$ cat src/hdl/tac_pkg.sv
// tac_pkg: shared types, constants and helpers of the touch averaging block
// no dependencies; imported by every module of the block
`default_nettype none

package tac_pkg;

    // field and datapath widths
    localparam int BYTE_W    = 8;
    localparam int RAW_W     = 12;
    localparam int SUM_W     = 20;
    localparam int COUNT_W   = 8;
    localparam int CFG_W     = 14;
    localparam int CFG_IDX_W = 4;
    localparam int SCALE_W   = 12;
    localparam int AX_W      = CFG_W + 1;
    localparam int MAG_W     = CFG_W;
    localparam int PROD_W    = SCALE_W + MAG_W;
    localparam int DVD_W     = PROD_W;
    localparam int DVS_W     = CFG_W;
    localparam int QS_W      = DVD_W + 1;
    localparam int WIDE_W    = DVD_W + 2;
    localparam int COORD_W   = 16;

    // default block configuration
    localparam int DEF_SAMPLE_COUNT  = 8;
    localparam int DEF_SCREEN_WIDTH  = 320;
    localparam int DEF_SCREEN_HEIGHT = 240;

    // calibration register indexes
    localparam logic [CFG_IDX_W-1:0] REG_X_OFFSET = 4'd0;
    localparam logic [CFG_IDX_W-1:0] REG_X_SPAN   = 4'd1;
    localparam logic [CFG_IDX_W-1:0] REG_Y_OFFSET = 4'd2;
    localparam logic [CFG_IDX_W-1:0] REG_Y_SPAN   = 4'd3;

    // calibration reset values
    localparam logic signed [CFG_W-1:0] RST_OFFSET = 14'sd0;
    localparam logic signed [CFG_W-1:0] RST_SPAN   = 14'sd4096;

    // one controller conversion
    typedef struct packed {
        logic [BYTE_W-1:0] x_high_byte;
        logic [BYTE_W-1:0] x_low_byte;
        logic [BYTE_W-1:0] y_high_byte;
        logic [BYTE_W-1:0] y_low_byte;
    } sample_t;

    // one calibrated coordinate pair
    typedef struct packed {
        logic signed [COORD_W-1:0] screen_x;
        logic signed [COORD_W-1:0] screen_y;
        logic                      span_error;
    } result_t;

    // sequencer states
    typedef enum logic [2:0] {
        ST_IDLE,
        ST_DIV_GO,
        ST_DIV_WAIT,
        ST_MUL,
        ST_FIN
    } tac_state_t;

    // which division the shared divider is running
    typedef enum logic [1:0] {
        PH_AVG_X,
        PH_AVG_Y,
        PH_SCALE_X,
        PH_SCALE_Y
    } tac_phase_t;

    // clamp a wide signed value into the 16-bit coordinate range
    function automatic logic signed [COORD_W-1:0] sat16(input logic signed [WIDE_W-1:0] v);
        logic signed [WIDE_W-1:0] hi;
        logic signed [WIDE_W-1:0] lo;
        hi = WIDE_W'(32767);
        lo = -WIDE_W'(32768);
        if (v > hi)
            sat16 = 16'sh7FFF;
        else if (v < lo)
            sat16 = 16'sh8000;
        else
            sat16 = v[COORD_W-1:0];
    endfunction

endpackage

`default_nettype wire

$ cat src/hdl/tac_accum.sv
// tac_accum: raw 12-bit rebuild of each conversion, running sums and sample count
// depends on tac_pkg
`default_nettype none

module tac_accum
    import tac_pkg::*;
#(
    parameter int SAMPLE_COUNT = DEF_SAMPLE_COUNT
)
(
    input  wire logic             clk,
    input  wire logic             rst_n,
    input  wire logic             add,
    input  wire sample_t          sample,
    input  wire logic             clear,
    output logic [SUM_W-1:0]      sum_x,
    output logic [SUM_W-1:0]      sum_y,
    output logic                  last
);

    logic [SUM_W-1:0]   sum_x_reg;
    logic [SUM_W-1:0]   sum_x_next;
    logic [SUM_W-1:0]   sum_y_reg;
    logic [SUM_W-1:0]   sum_y_next;
    logic [COUNT_W-1:0] count_reg;
    logic [COUNT_W-1:0] count_next;
    logic [RAW_W-1:0]   raw_x;
    logic [RAW_W-1:0]   raw_y;
    logic [COUNT_W:0]   count_inc;

    // rebuild raw values, top bit of the high byte dropped
    assign raw_x = {sample.x_high_byte[6:0], sample.x_low_byte[7:3]};
    assign raw_y = {sample.y_high_byte[6:0], sample.y_low_byte[7:3]};

    // this word completes the averaging window
    assign count_inc = {1'b0, count_reg} + (COUNT_W+1)'(1);
    assign last      = (count_inc == (COUNT_W+1)'(SAMPLE_COUNT));

    // sums wrap at their width
    always_comb
    begin
        sum_x_next = sum_x_reg;
        sum_y_next = sum_y_reg;
        count_next = count_reg;
        if (clear)
        begin
            sum_x_next = '0;
            sum_y_next = '0;
            count_next = '0;
        end
        else if (add)
        begin
            sum_x_next = sum_x_reg + SUM_W'(raw_x);
            sum_y_next = sum_y_reg + SUM_W'(raw_y);
            count_next = count_inc[COUNT_W-1:0];
        end
    end

    always_ff @(posedge clk or negedge rst_n)
    begin
        if (!rst_n)
        begin
            sum_x_reg <= '0;
            sum_y_reg <= '0;
            count_reg <= '0;
        end
        else
        begin
            sum_x_reg <= sum_x_next;
            sum_y_reg <= sum_y_next;
            count_reg <= count_next;
        end
    end

    assign sum_x = sum_x_reg;
    assign sum_y = sum_y_reg;

endmodule

`default_nettype wire

$ cat src/hdl/tac_div.sv
// tac_div: shared restoring divider, one quotient bit per cycle, unsigned operands
// depends on tac_pkg; divisor must be nonzero
`default_nettype none

module tac_div
    import tac_pkg::*;
#(
    parameter int NUM_W = DVD_W,
    parameter int DEN_W = DVS_W
)
(
    input  wire logic             clk,
    input  wire logic             rst_n,
    input  wire logic             start,
    input  wire logic [NUM_W-1:0] dividend,
    input  wire logic [DEN_W-1:0] divisor,
    output logic [NUM_W-1:0]      quotient,
    output logic                  done
);

    localparam int CNT_W = $clog2(NUM_W + 1);

    logic [NUM_W-1:0] quo_reg;
    logic [NUM_W-1:0] quo_next;
    logic [DEN_W-1:0] rem_reg;
    logic [DEN_W-1:0] rem_next;
    logic [DEN_W-1:0] den_reg;
    logic [DEN_W-1:0] den_next;
    logic [CNT_W-1:0] cnt_reg;
    logic [CNT_W-1:0] cnt_next;
    logic             done_reg;
    logic             done_next;
    logic [DEN_W:0]   shifted;
    logic [DEN_W+1:0] trial;
    logic             fits;

    // one trial subtraction
    assign shifted = {rem_reg, quo_reg[NUM_W-1]};
    assign trial   = {1'b0, shifted} - {2'b00, den_reg};
    assign fits    = !trial[DEN_W+1];

    always_comb
    begin
        quo_next  = quo_reg;
        rem_next  = rem_reg;
        den_next  = den_reg;
        cnt_next  = cnt_reg;
        done_next = 1'b0;
        if (start)
        begin
            quo_next = dividend;
            rem_next = '0;
            den_next = divisor;
            cnt_next = CNT_W'(NUM_W);
        end
        else if (cnt_reg != '0)
        begin
            quo_next  = {quo_reg[NUM_W-2:0], fits};
            rem_next  = fits ? trial[DEN_W-1:0] : shifted[DEN_W-1:0];
            cnt_next  = cnt_reg - CNT_W'(1);
            done_next = (cnt_reg == CNT_W'(1));
        end
    end

    // control state
    always_ff @(posedge clk or negedge rst_n)
    begin
        if (!rst_n)
        begin
            cnt_reg  <= '0;
            done_reg <= 1'b0;
        end
        else
        begin
            cnt_reg  <= cnt_next;
            done_reg <= done_next;
        end
    end

    // datapath
    always_ff @(posedge clk)
    begin
        quo_reg <= quo_next;
        rem_reg <= rem_next;
        den_reg <= den_next;
    end

    assign quotient = quo_reg;
    assign done     = done_reg;

endmodule

`default_nettype wire

$ cat src/hdl/touch_average_calibrate.sv
// touch_average_calibrate: top level, calibration registers, sequencer and result register
// depends on tac_pkg, tac_accum, tac_div
//
//   channel  | direction | handshake                | word
//   sample   | in        | sample_valid / stall     | sample_t, four conversion bytes
//   result   | out       | result_valid / stall     | result_t, screen_x, screen_y, span_error
//   cfg      | in        | cfg_valid / cfg_ready    | cfg_index, cfg_data (14-bit signed)
//
// a sample that does not close the window is only added to the running sums
// the closing sample starts two averaging divisions on one shared divider of 26 quotient
// bits, then, unless a span is zero, a multiply step and a scaling division per axis
// sample_stall is high while the sequencer runs; a result waiting on result_stall
// only holds the sequencer at its final step, earlier samples are still taken
// reset clears the sums, the count and the calibration to offset 0, span 4096
`default_nettype none

module touch_average_calibrate
    import tac_pkg::*;
#(
    parameter int SAMPLE_COUNT  = DEF_SAMPLE_COUNT,
    parameter int SCREEN_WIDTH  = DEF_SCREEN_WIDTH,
    parameter int SCREEN_HEIGHT = DEF_SCREEN_HEIGHT
)
(
    input  wire logic                  clk,
    input  wire logic                  rst_n,
    input  wire logic                  sample_valid,
    output logic                       sample_stall,
    input  wire sample_t               sample,
    output logic                       result_valid,
    input  wire logic                  result_stall,
    output result_t                    result,
    input  wire logic                  cfg_valid,
    output logic                       cfg_ready,
    input  wire logic [CFG_IDX_W-1:0]  cfg_index,
    input  wire logic [CFG_W-1:0]      cfg_data
);

    // calibration registers
    logic signed [CFG_W-1:0] x_offset_reg;
    logic signed [CFG_W-1:0] x_span_reg;
    logic signed [CFG_W-1:0] y_offset_reg;
    logic signed [CFG_W-1:0] y_span_reg;

    // sequencer and datapath
    tac_state_t                state_reg;
    tac_state_t                state_next;
    tac_phase_t                phase_reg;
    tac_phase_t                phase_next;
    logic signed [AX_W-1:0]    ax_reg;
    logic signed [AX_W-1:0]    ax_next;
    logic signed [AX_W-1:0]    ay_reg;
    logic signed [AX_W-1:0]    ay_next;
    logic [PROD_W-1:0]         prod_reg;
    logic [PROD_W-1:0]         prod_next;
    logic                      neg_reg;
    logic                      neg_next;
    logic                      err_reg;
    logic                      err_next;
    logic signed [COORD_W-1:0] sx_reg;
    logic signed [COORD_W-1:0] sx_next;
    logic signed [COORD_W-1:0] sy_reg;
    logic signed [COORD_W-1:0] sy_next;
    result_t                   result_reg;
    result_t                   result_next;
    logic                      result_valid_reg;
    logic                      result_valid_next;

    logic                      sample_take;
    logic                      acc_clear;
    logic [SUM_W-1:0]          sum_x;
    logic [SUM_W-1:0]          sum_y;
    logic                      last;
    logic                      div_start;
    logic [DVD_W-1:0]          div_dividend;
    logic [DVS_W-1:0]          div_divisor;
    logic [DVD_W-1:0]          div_quo;
    logic                      div_done;

    logic signed [AX_W-1:0]    cur_a;
    logic signed [AX_W-1:0]    cur_a_neg;
    logic [MAG_W-1:0]          a_mag;
    logic signed [CFG_W-1:0]   cur_span;
    logic signed [CFG_W-1:0]   cur_span_neg;
    logic [MAG_W-1:0]          span_mag;
    logic [SCALE_W-1:0]        cur_scale;
    logic [RAW_W-1:0]          avg;
    logic signed [AX_W-1:0]    avg_s;
    logic signed [QS_W-1:0]    quo_signed;
    logic signed [WIDE_W-1:0]  sx_wide;
    logic signed [WIDE_W-1:0]  sy_wide;
    logic                      span_zero;

    // configuration writes, indexes past the list are dropped
    assign cfg_ready = 1'b1;

    always_ff @(posedge clk or negedge rst_n)
    begin
        if (!rst_n)
        begin
            x_offset_reg <= RST_OFFSET;
            x_span_reg   <= RST_SPAN;
            y_offset_reg <= RST_OFFSET;
            y_span_reg   <= RST_SPAN;
        end
        else if (cfg_valid && cfg_ready)
        begin
            unique case (cfg_index)
                REG_X_OFFSET: x_offset_reg <= cfg_data;
                REG_X_SPAN:   x_span_reg   <= cfg_data;
                REG_Y_OFFSET: y_offset_reg <= cfg_data;
                REG_Y_SPAN:   y_span_reg   <= cfg_data;
                default:      ;
            endcase
        end
    end

    // input side
    assign sample_stall = (state_reg != ST_IDLE);
    assign sample_take  = sample_valid && !sample_stall;

    tac_accum #(
        .SAMPLE_COUNT (SAMPLE_COUNT)
    ) u_accum (
        .clk    (clk),
        .rst_n  (rst_n),
        .add    (sample_take),
        .sample (sample),
        .clear  (acc_clear),
        .sum_x  (sum_x),
        .sum_y  (sum_y),
        .last   (last)
    );

    // operand selection for the multiply and divide steps
    assign cur_a        = (phase_reg == PH_SCALE_X) ? ax_reg : ay_reg;
    assign cur_a_neg    = -cur_a;
    assign a_mag        = cur_a[AX_W-1] ? cur_a_neg[MAG_W-1:0] : cur_a[MAG_W-1:0];
    assign cur_span     = (phase_reg == PH_SCALE_X) ? x_span_reg : y_span_reg;
    assign cur_span_neg = -cur_span;
    assign span_mag     = cur_span[CFG_W-1] ? cur_span_neg : cur_span;
    assign cur_scale    = (phase_reg == PH_SCALE_X) ? SCALE_W'(SCREEN_WIDTH)
                                                    : SCALE_W'(SCREEN_HEIGHT);

    always_comb
    begin
        case (phase_reg)
            PH_AVG_X:
            begin
                div_dividend = DVD_W'(sum_x);
                div_divisor  = DVS_W'(SAMPLE_COUNT);
            end
            PH_AVG_Y:
            begin
                div_dividend = DVD_W'(sum_y);
                div_divisor  = DVS_W'(SAMPLE_COUNT);
            end
            default:
            begin
                div_dividend = prod_reg;
                div_divisor  = span_mag;
            end
        endcase
    end

    tac_div #(
        .NUM_W (DVD_W),
        .DEN_W (DVS_W)
    ) u_div (
        .clk      (clk),
        .rst_n    (rst_n),
        .start    (div_start),
        .dividend (div_dividend),
        .divisor  (div_divisor),
        .quotient (div_quo),
        .done     (div_done)
    );

    // quotient post-processing: average, signed scaled coordinate
    assign avg        = div_quo[RAW_W-1:0];
    assign avg_s      = signed'(AX_W'(avg));
    assign quo_signed = neg_reg ? -signed'({1'b0, div_quo}) : signed'({1'b0, div_quo});
    assign sy_wide    = WIDE_W'(quo_signed);
    assign sx_wide    = signed'(WIDE_W'(SCREEN_WIDTH)) - sy_wide;
    assign span_zero  = (x_span_reg == '0) || (y_span_reg == '0);

    // sequencer state register
    always_ff @(posedge clk or negedge rst_n)
    begin
        if (!rst_n)
        begin
            state_reg        <= ST_IDLE;
            phase_reg        <= PH_AVG_X;
            result_valid_reg <= 1'b0;
        end
        else
        begin
            state_reg        <= state_next;
            phase_reg        <= phase_next;
            result_valid_reg <= result_valid_next;
        end
    end

    // datapath registers
    always_ff @(posedge clk)
    begin
        ax_reg     <= ax_next;
        ay_reg     <= ay_next;
        prod_reg   <= prod_next;
        neg_reg    <= neg_next;
        err_reg    <= err_next;
        sx_reg     <= sx_next;
        sy_reg     <= sy_next;
        result_reg <= result_next;
    end

    // next state and step control
    always_comb
    begin
        state_next        = state_reg;
        phase_next        = phase_reg;
        ax_next           = ax_reg;
        ay_next           = ay_reg;
        prod_next         = prod_reg;
        neg_next          = neg_reg;
        err_next          = err_reg;
        sx_next           = sx_reg;
        sy_next           = sy_reg;
        result_next       = result_reg;
        result_valid_next = result_valid_reg && result_stall;
        div_start         = 1'b0;
        acc_clear         = 1'b0;

        unique case (state_reg)
            ST_IDLE:
            begin
                if (sample_take && last)
                begin
                    phase_next = PH_AVG_X;
                    state_next = ST_DIV_GO;
                end
            end
            ST_DIV_GO:
            begin
                div_start  = 1'b1;
                state_next = ST_DIV_WAIT;
            end
            ST_DIV_WAIT:
            begin
                if (div_done)
                begin
                    case (phase_reg)
                        PH_AVG_X:
                        begin
                            ax_next    = avg_s - AX_W'(x_offset_reg);
                            phase_next = PH_AVG_Y;
                            state_next = ST_DIV_GO;
                        end
                        PH_AVG_Y:
                        begin
                            ay_next   = avg_s - AX_W'(y_offset_reg);
                            acc_clear = 1'b1;
                            err_next  = span_zero;
                            if (span_zero)
                                state_next = ST_FIN;
                            else
                            begin
                                phase_next = PH_SCALE_X;
                                state_next = ST_MUL;
                            end
                        end
                        PH_SCALE_X:
                        begin
                            sx_next    = sat16(sx_wide);
                            phase_next = PH_SCALE_Y;
                            state_next = ST_MUL;
                        end
                        default:
                        begin
                            sy_next    = sat16(sy_wide);
                            state_next = ST_FIN;
                        end
                    endcase
                end
            end
            ST_MUL:
            begin
                prod_next  = PROD_W'(cur_scale) * PROD_W'(a_mag);
                neg_next   = cur_a[AX_W-1] ^ cur_span[CFG_W-1];
                state_next = ST_DIV_GO;
            end
            ST_FIN:
            begin
                // load once the output register is free
                if (!result_valid_reg || !result_stall)
                begin
                    if (err_reg)
                    begin
                        result_next.screen_x   = '0;
                        result_next.screen_y   = '0;
                        result_next.span_error = 1'b1;
                    end
                    else
                    begin
                        result_next.screen_x   = sx_reg;
                        result_next.screen_y   = sy_reg;
                        result_next.span_error = 1'b0;
                    end
                    result_valid_next = 1'b1;
                    phase_next        = PH_AVG_X;
                    state_next        = ST_IDLE;
                end
            end
            default:
            begin
                state_next = ST_IDLE;
            end
        endcase
    end

    assign result_valid = result_valid_reg;
    assign result       = result_reg;

endmodule

`default_nettype wire
$ cat config.mk
export PLATFORM = sky130hd
export DESIGN_NAME = touch_average_calibrate
export DESIGN_NICKNAME = d
export VERILOG_FILES = /design/src/hdl/tac_pkg.sv /design/src/hdl/tac_accum.sv /design/src/hdl/tac_div.sv /design/src/hdl/touch_average_calibrate.sv
export SDC_FILE = /design/constraint.sdc
export NUM_CORES = 1
export LEC_CHECK = 0
export BUFFER_PORTS_ARGS = -buffer_cell sky130_fd_sc_hd__buf_2
export CAP_MARGIN = 40
export CORE_MARGIN = 1
export CORE_UTILIZATION = 63
export CTS_BUF_LIST = sky130_fd_sc_hd__clkbuf_16
export DETAILED_ROUTE_END_ITERATION = 12
export PLACE_DENSITY_LB_ADDON = 0.3
export SETUP_SLACK_MARGIN = 0.05
export SLEW_MARGIN = 20
export SYNTH_ARGS = -nofsm -noshare
export SYNTH_HDL_FRONTEND = slang
export SYNTH_HIERARCHICAL = 1
export SYNTH_SLANG_ARGS = --single-unit
$ cat constraint.sdc
create_clock -name clk -period 9.2 [get_ports clk]
set_clock_uncertainty 0.05 [all_clocks]
set_input_delay 1.84 -clock clk [delete_from_list [all_inputs] [get_ports clk]]
set_output_delay 1.84 -clock clk [all_outputs]
set_load 0.02 [all_outputs]
# Word level (Yosys, flattened, before mapping)
# Index checks and enable logic that the tools add are counted.
op_classes:
  addsub: 11
  multipliers: 1
  order_cmp: 4
  eq_ne: 16
  mux: 41
  bitwise: 3
  n_reduce_logical: 33
ops:
  columns: ["op", "n"]
  rows:
  - ["$mux W20", 4]
  - ["$mux W26", 2]
  - ["$pmux W26 S2", 1]
  - ["$mux W14", 3]
  - ["$add A20 B12 Y20", 2]
  - ["$mux W16", 2]
  - ["$sub A13 B14 Y15", 2]
  - ["$gt A28 B16 Y1 const B", 1]
  - ["$logic_not A14 Y1", 2]
  - ["$lt A28 B16 Y1 const B", 1]
  - ["$neg A14 Y14", 2]
  - ["$sub A10 B27 Y28 const A", 1]
  - ["$gt A27 B16 Y1 const B", 1]
  - ["$lt A27 B16 Y1 const B", 1]
  - ["$mux W27", 1]
  - ["$neg A26 Y27", 1]
  - ["$mul A9 B14 Y23", 1]
  - ["$mux W8", 2]
  - ["$sub A15 B14 Y16", 1]
  - ["$mux W15", 1]
  - ["$pmux W3 S5", 1]
  - ["$reduce_and A3 Y1", 5]
  - ["$mux W13", 1]
  - ["$mux W3", 4]
  - ["other kinds (36)", 66]
totals:
  register_bits: 293
  in_bits: 55
  output_inout_bits: 36

# Logic depth before layout (Yosys ltp)
logic_depth:
  ltp_word: 6
  depth_mapped: 28
  ltp_nobuf: 27

# Hierarchy
# Netlist, hierarchy kept.
modules_own_cells:
  columns: ["mod", "n_inst", "cells_each", "area_per_inst_um2", "seq_area_each_um2"]
  rows:
  - ["touch_average_calibrate", 1, 1329, 12971.2, 5037.3]
  - ["tac_div", 1, 275, 3135.5, 1631.6]
  - ["tac_accum", 1, 337, 3129.3, 1201.2]

# Least setup slack after synthesis
# No wires, ideal clock.
synth_path:
  path_type: "flip-flop to flip-flop"
  from: "register phase_reg[0]"
  to: "register prod_reg[22], data pin"
  setup_time_ps: 269
  t_arrival_ps: 6206
  t_required_ps: 8881
  path_slack_ps: 2675
  stages_incl_launch_ff: 28
  synth_period_minus_slack_ps: 6525
  path_cell_list: "dfrtp_1 inv_1 ha_1 clkbuf_1 clkbuf_1 buf_1 clkbuf_1 buf_1 nor2b_1 a21o_1 ha_1 inv_1 fa_1 fa_1 inv_1 ha_1 ha_1 inv_1 fa_1 nor2b_1 o21ai_0 a21boi_0 o21ai_0 a21boi_0 o21ai_0 a21o_1 a21oi_1 o211ai_1"
synth_via:
  elab_chain_cells: 5
  elab_cells_between_ends: 6
  classes_between: "1 x add/sub; 1 x mul; 1 x eq/ne; 3 x mux"
synth_lines:
  columns: ["item", "line", "source"]
  rows:
  - ["start: declaration", "touch_average_calibrate.sv:48", "tac_phase_t phase_reg;"]
  - ["start signal: assignment", "touch_average_calibrate.sv:199", "phase_reg <= phase_next;"]
  - ["$eq A2 B2 Y1 *", "touch_average_calibrate.sv:136, touch_average_calibrate.sv:142", null]
  - ["$mux W15", "touch_average_calibrate.sv:136", "assign cur_a = (phase_reg == PH_SCALE_X) ? ax_reg : ay_reg;"]
  - ["$neg A14 Y14", "touch_average_calibrate.sv:137", "assign cur_a_neg = -cur_a;"]
  - ["$mux W14", "touch_average_calibrate.sv:138", "assign a_mag = cur_a[AX_W-1] ? cur_a_neg[MAG_W-1:0] : cur_a[MAG_W-1:0];"]
  - ["$mul A9 B14 Y23 *", "touch_average_calibrate.sv:288", "prod_next = PROD_W'(cur_scale) * PROD_W'(a_mag);"]
  - ["end signal: assignment", "touch_average_calibrate.sv:209", "prod_reg <= prod_next;"]
  - ["end: declaration", "touch_average_calibrate.sv:54", "logic [PROD_W-1:0] prod_reg;"]
# Mark *: on every way between the ends. The rest lies on a longest branch, timed or not.
# A chain may end at the register's enable or synchronous reset.

# Final worst setup path
layout_path:
  from: "register phase_reg[0]"
  to: "register prod_reg[21], data pin"
# The elaborated chain is that of the path after synthesis.

==> impl_metrics.yaml <==
finish:
  drive_above_1_share: 0.1328
  design_area_sq_um: 21300
  nNetsFinal: 2220
  n_antenna_cell: 0
  largest_reg_flops: 33
  num-fill-cells: 2146
  fin_cells: 2415
  area_growth_pct: 10.74
  post-route-util: 0.7130
placement:
  place_area_sq_um: 20030
  port_buffers: 81
  gp_congestion: 0.9470
  dp_hpwl_um: 32570
  place_inst: 2347
sta:
  worst_slew_pin_slew_ns: 0.8171
  slew_headroom: 0.4476
  min_period_ns: 6.989
  setup_viol_count_final: 0
  period_share: 0.7596
  hold_viol_final: 0
  drv_slew: 0
  max_clock_freq_ghz: 0.1431
  setup-tns-final_ns: 0
  rsz0062_at_grt: "false"
die:
  core_area_sq_um: 29870
  start_util: 0.6439
  die_width_um: 176.7
  ios: 91
  rows: 63
  die_area_sq_um: 31240
  die_h_um: 176.7
setup_path:
  endpoint_kind: "flip-flop"
  worstPathRequired_ns: 9.38
  critical_path_class: "flip-flop to flip-flop"
  cp.arrival_ns: 7.17
  crit_path_max_fanout: 54
  worst_setup_path_start_kind: "flip-flop"
grt:
  gr-total-overflow: 0
  use_met3: 0.04790
  antenna_found_initial: 1
  grt_most_used_layer: "met2"
  grt_max_degree: 63
  grt_pass1_wl_um: 75070
  grt.met1_usage: 0.3873
  use_met2: 0.5018
  track_usage: 0.2995
  grt_pass1_vias: 14950
clocking:
  cts_made_buffers: 34
  cts_root_buf: "clkbuf_16"
  postCtsSetupBuffers: 0
  clkTransAtPathRegs_ns: 0.06
  cts_tree: "built"
  cts_hold_buf: 0
  ctsResizeCount: 0
  htree_levels: 2
  clock_latency_ns: 0.52
  clkSinkCount: 286
  clk_path_buf_depth: 3
synthesis:
  yosysSeqAreaShare: 0.4091
  synth_seq_cells: 286
  synth_flop_cell: "edfxtp_1"
  ys.warnings.count: 6
  synth_xor_area_frac: 0.05503
  synthDistinctLibCells: 93
  synthArstFlopShare: 0.4056
  synthAdderAreaFrac: 0.1201
  synth_edf_count: 156
  synth-compound-area-share: 0.1536
  synth_cells: 1941
  synth_top_family_by_area: "simple AND/OR/NAND/NOR gates"
  yosys.area_share.simple: 0.1588
  syn_area_sq_um: 19240
  synth.avg_cell_area_sq_um: 9.910
  muxShareOfSynthArea: 0.05919
drt:
  vias: 15160
  final_antenna_net_count: 0
  post_drt_via_cell_ratio: 6.279
  wl_per_cell_um: 18.89
  route.detailed.drc: 0
  wirelength_um: 45620
  firstDrtPassIters: 6
  drtIter0Drc: 1326
power:
  ir_drop_v: 0.0002962
  power_w: 0.006812
  power_density_nw_per_um2: 319.8
  p_leak_nw: 8.818
status:
  status: "complete, no violations"
hold_path:
  hold_class: "flip-flop to flip-flop"
run:
  max_cap_violations: 0
## layout make-up
cell class                 instances  area (sq um)  share of cell area
multi-input combinational       1442         10580              0.4966
sequential                       286          7870              0.3695
clock buffer                      38         950.9             0.04464
timing repair buffer             107         685.7             0.03219
tap                              390         488.0             0.02291
inverter                         128         480.5             0.02256
clock inverter                    24         247.7             0.01163
## final timing paths
path,startpoint,to,slack [ns],depth (start not counted)
worst min register to register,u_div/rem_reg[6],u_div/rem_reg[7],0.46,2
max in group asynchronous,rst_n,x_span_reg[12],6.69,3
min in group asynchronous,rst_n,u_accum/sum_y[8],1.31,1
worst max register to register,phase_reg[0],prod_reg[21],2.21,21
worst min-delay path,u_div/rem_reg[6],u_div/rem_reg[7],0.46,2
worst max-delay path,phase_reg[0],prod_reg[21],2.21,21
## cells in the final DEF, fill, tap and decap left out, types with 31 or more instances in the layout
master,synthesis,routed
a21oi_1,72,71
buf_2,7,81
clkbuf_16,0,38
dfrtp_1,114,114
edfxtp_1,156,156
fa_1,31,31
ha_1,135,134
inv_1,127,130
mux2_2,61,61
mux2i_1,44,44
nand2_1,169,169
nand3_1,35,35
nor2_1,166,165
nor2b_1,59,59
nor3_1,41,39
o21ai_0,103,103
xnor2_1,73,73
xor2_1,46,46
## stage by stage
stage	setup WS, ns	hold WS (ns)
floorplan	2.675	0.4216
global placement	2.580	0.4349
detailed placement	2.356	0.4410
CTS	2.276	0.4572
global route	1.789	0.4992
finish	2.211	0.4578
## synth_stat cells, types with 15 or more instances
master    number  area (sq um)
edfxtp_1     156          4684
mux2_2        61         686.9
nor2_1       166         623.1
mux2i_1       44         440.4
fa_1          31         620.6
nor2b_1       59         369.1
o311ai_1      15         131.4
a21oi_1       72         360.4
nand2_1      169         634.4
o31ai_1       15         112.6
xor2_1        46         402.9
or3_1         27         168.9
a311oi_1      16         140.1
dfrtp_1      114          2853
nand4_1       15         93.84
nand3_1       35         175.2
a21o_1        23         172.7
o21ai_0      103         515.5
nor3_1        41         205.2
clkbuf_1      65         244.0
a22oi_1       17         127.6
xnor2_1       73         639.4
ha_1         135          1689
inv_1        127         476.7
nor4_1        23         143.9
## kinds of logic (layout without fill, tap and decap cells)
family	after synthesis	count (layout)
AO/OA/AOI/OAI	422	422
XOR/XNOR	120	120
adder cells (fa/ha/maj)	166	166
buffers and inverters	215	297
flip-flops	286	286
multiplexers	106	106
other	2	4
AND/OR/NAND/NOR	624	624
## critical path, stage by stage (launching register included)
cell and delay, ns:
dfrtp_1 0.43, inv_1 0.14, ha_4 0.57, buf_4 0.53, mux2i_1 0.35, o211ai_1 0.18
o21ai_0 0.25, xor2_1 0.27, nor2b_1 0.29, ha_1 0.30, fa_1 0.48, fa_1 0.49
ha_1 0.32, ha_1 0.34, a21oi_1 0.23, o21ai_0 0.12, a21oi_1 0.22, o21ai_0 0.16
a211o_1 0.33, and2_1 0.15, o21ai_0 0.29, o311ai_0 0.18
## power breakdown
group	switching, W	internal, W
Combinational	0.00186	0.00135
Sequential	0.000386	0.00178
Clock	0.000563	0.000866
## layer usage
| metal | share of wire | wire (um) | up-vias |
|---|---|---|---|
| li1 | - | - | 7145 |
| met1 | 0.42 | 19010 | 7325 |
| met2 | 0.48 | 21960 | 571 |
| met3 | 0.065 | 2951 | 122 |
| met4 | 0.037 | 1691 | 0 |
| met5 | 0 | 0 | - |
Note: power is estimated with default switching activity, not from simulation.
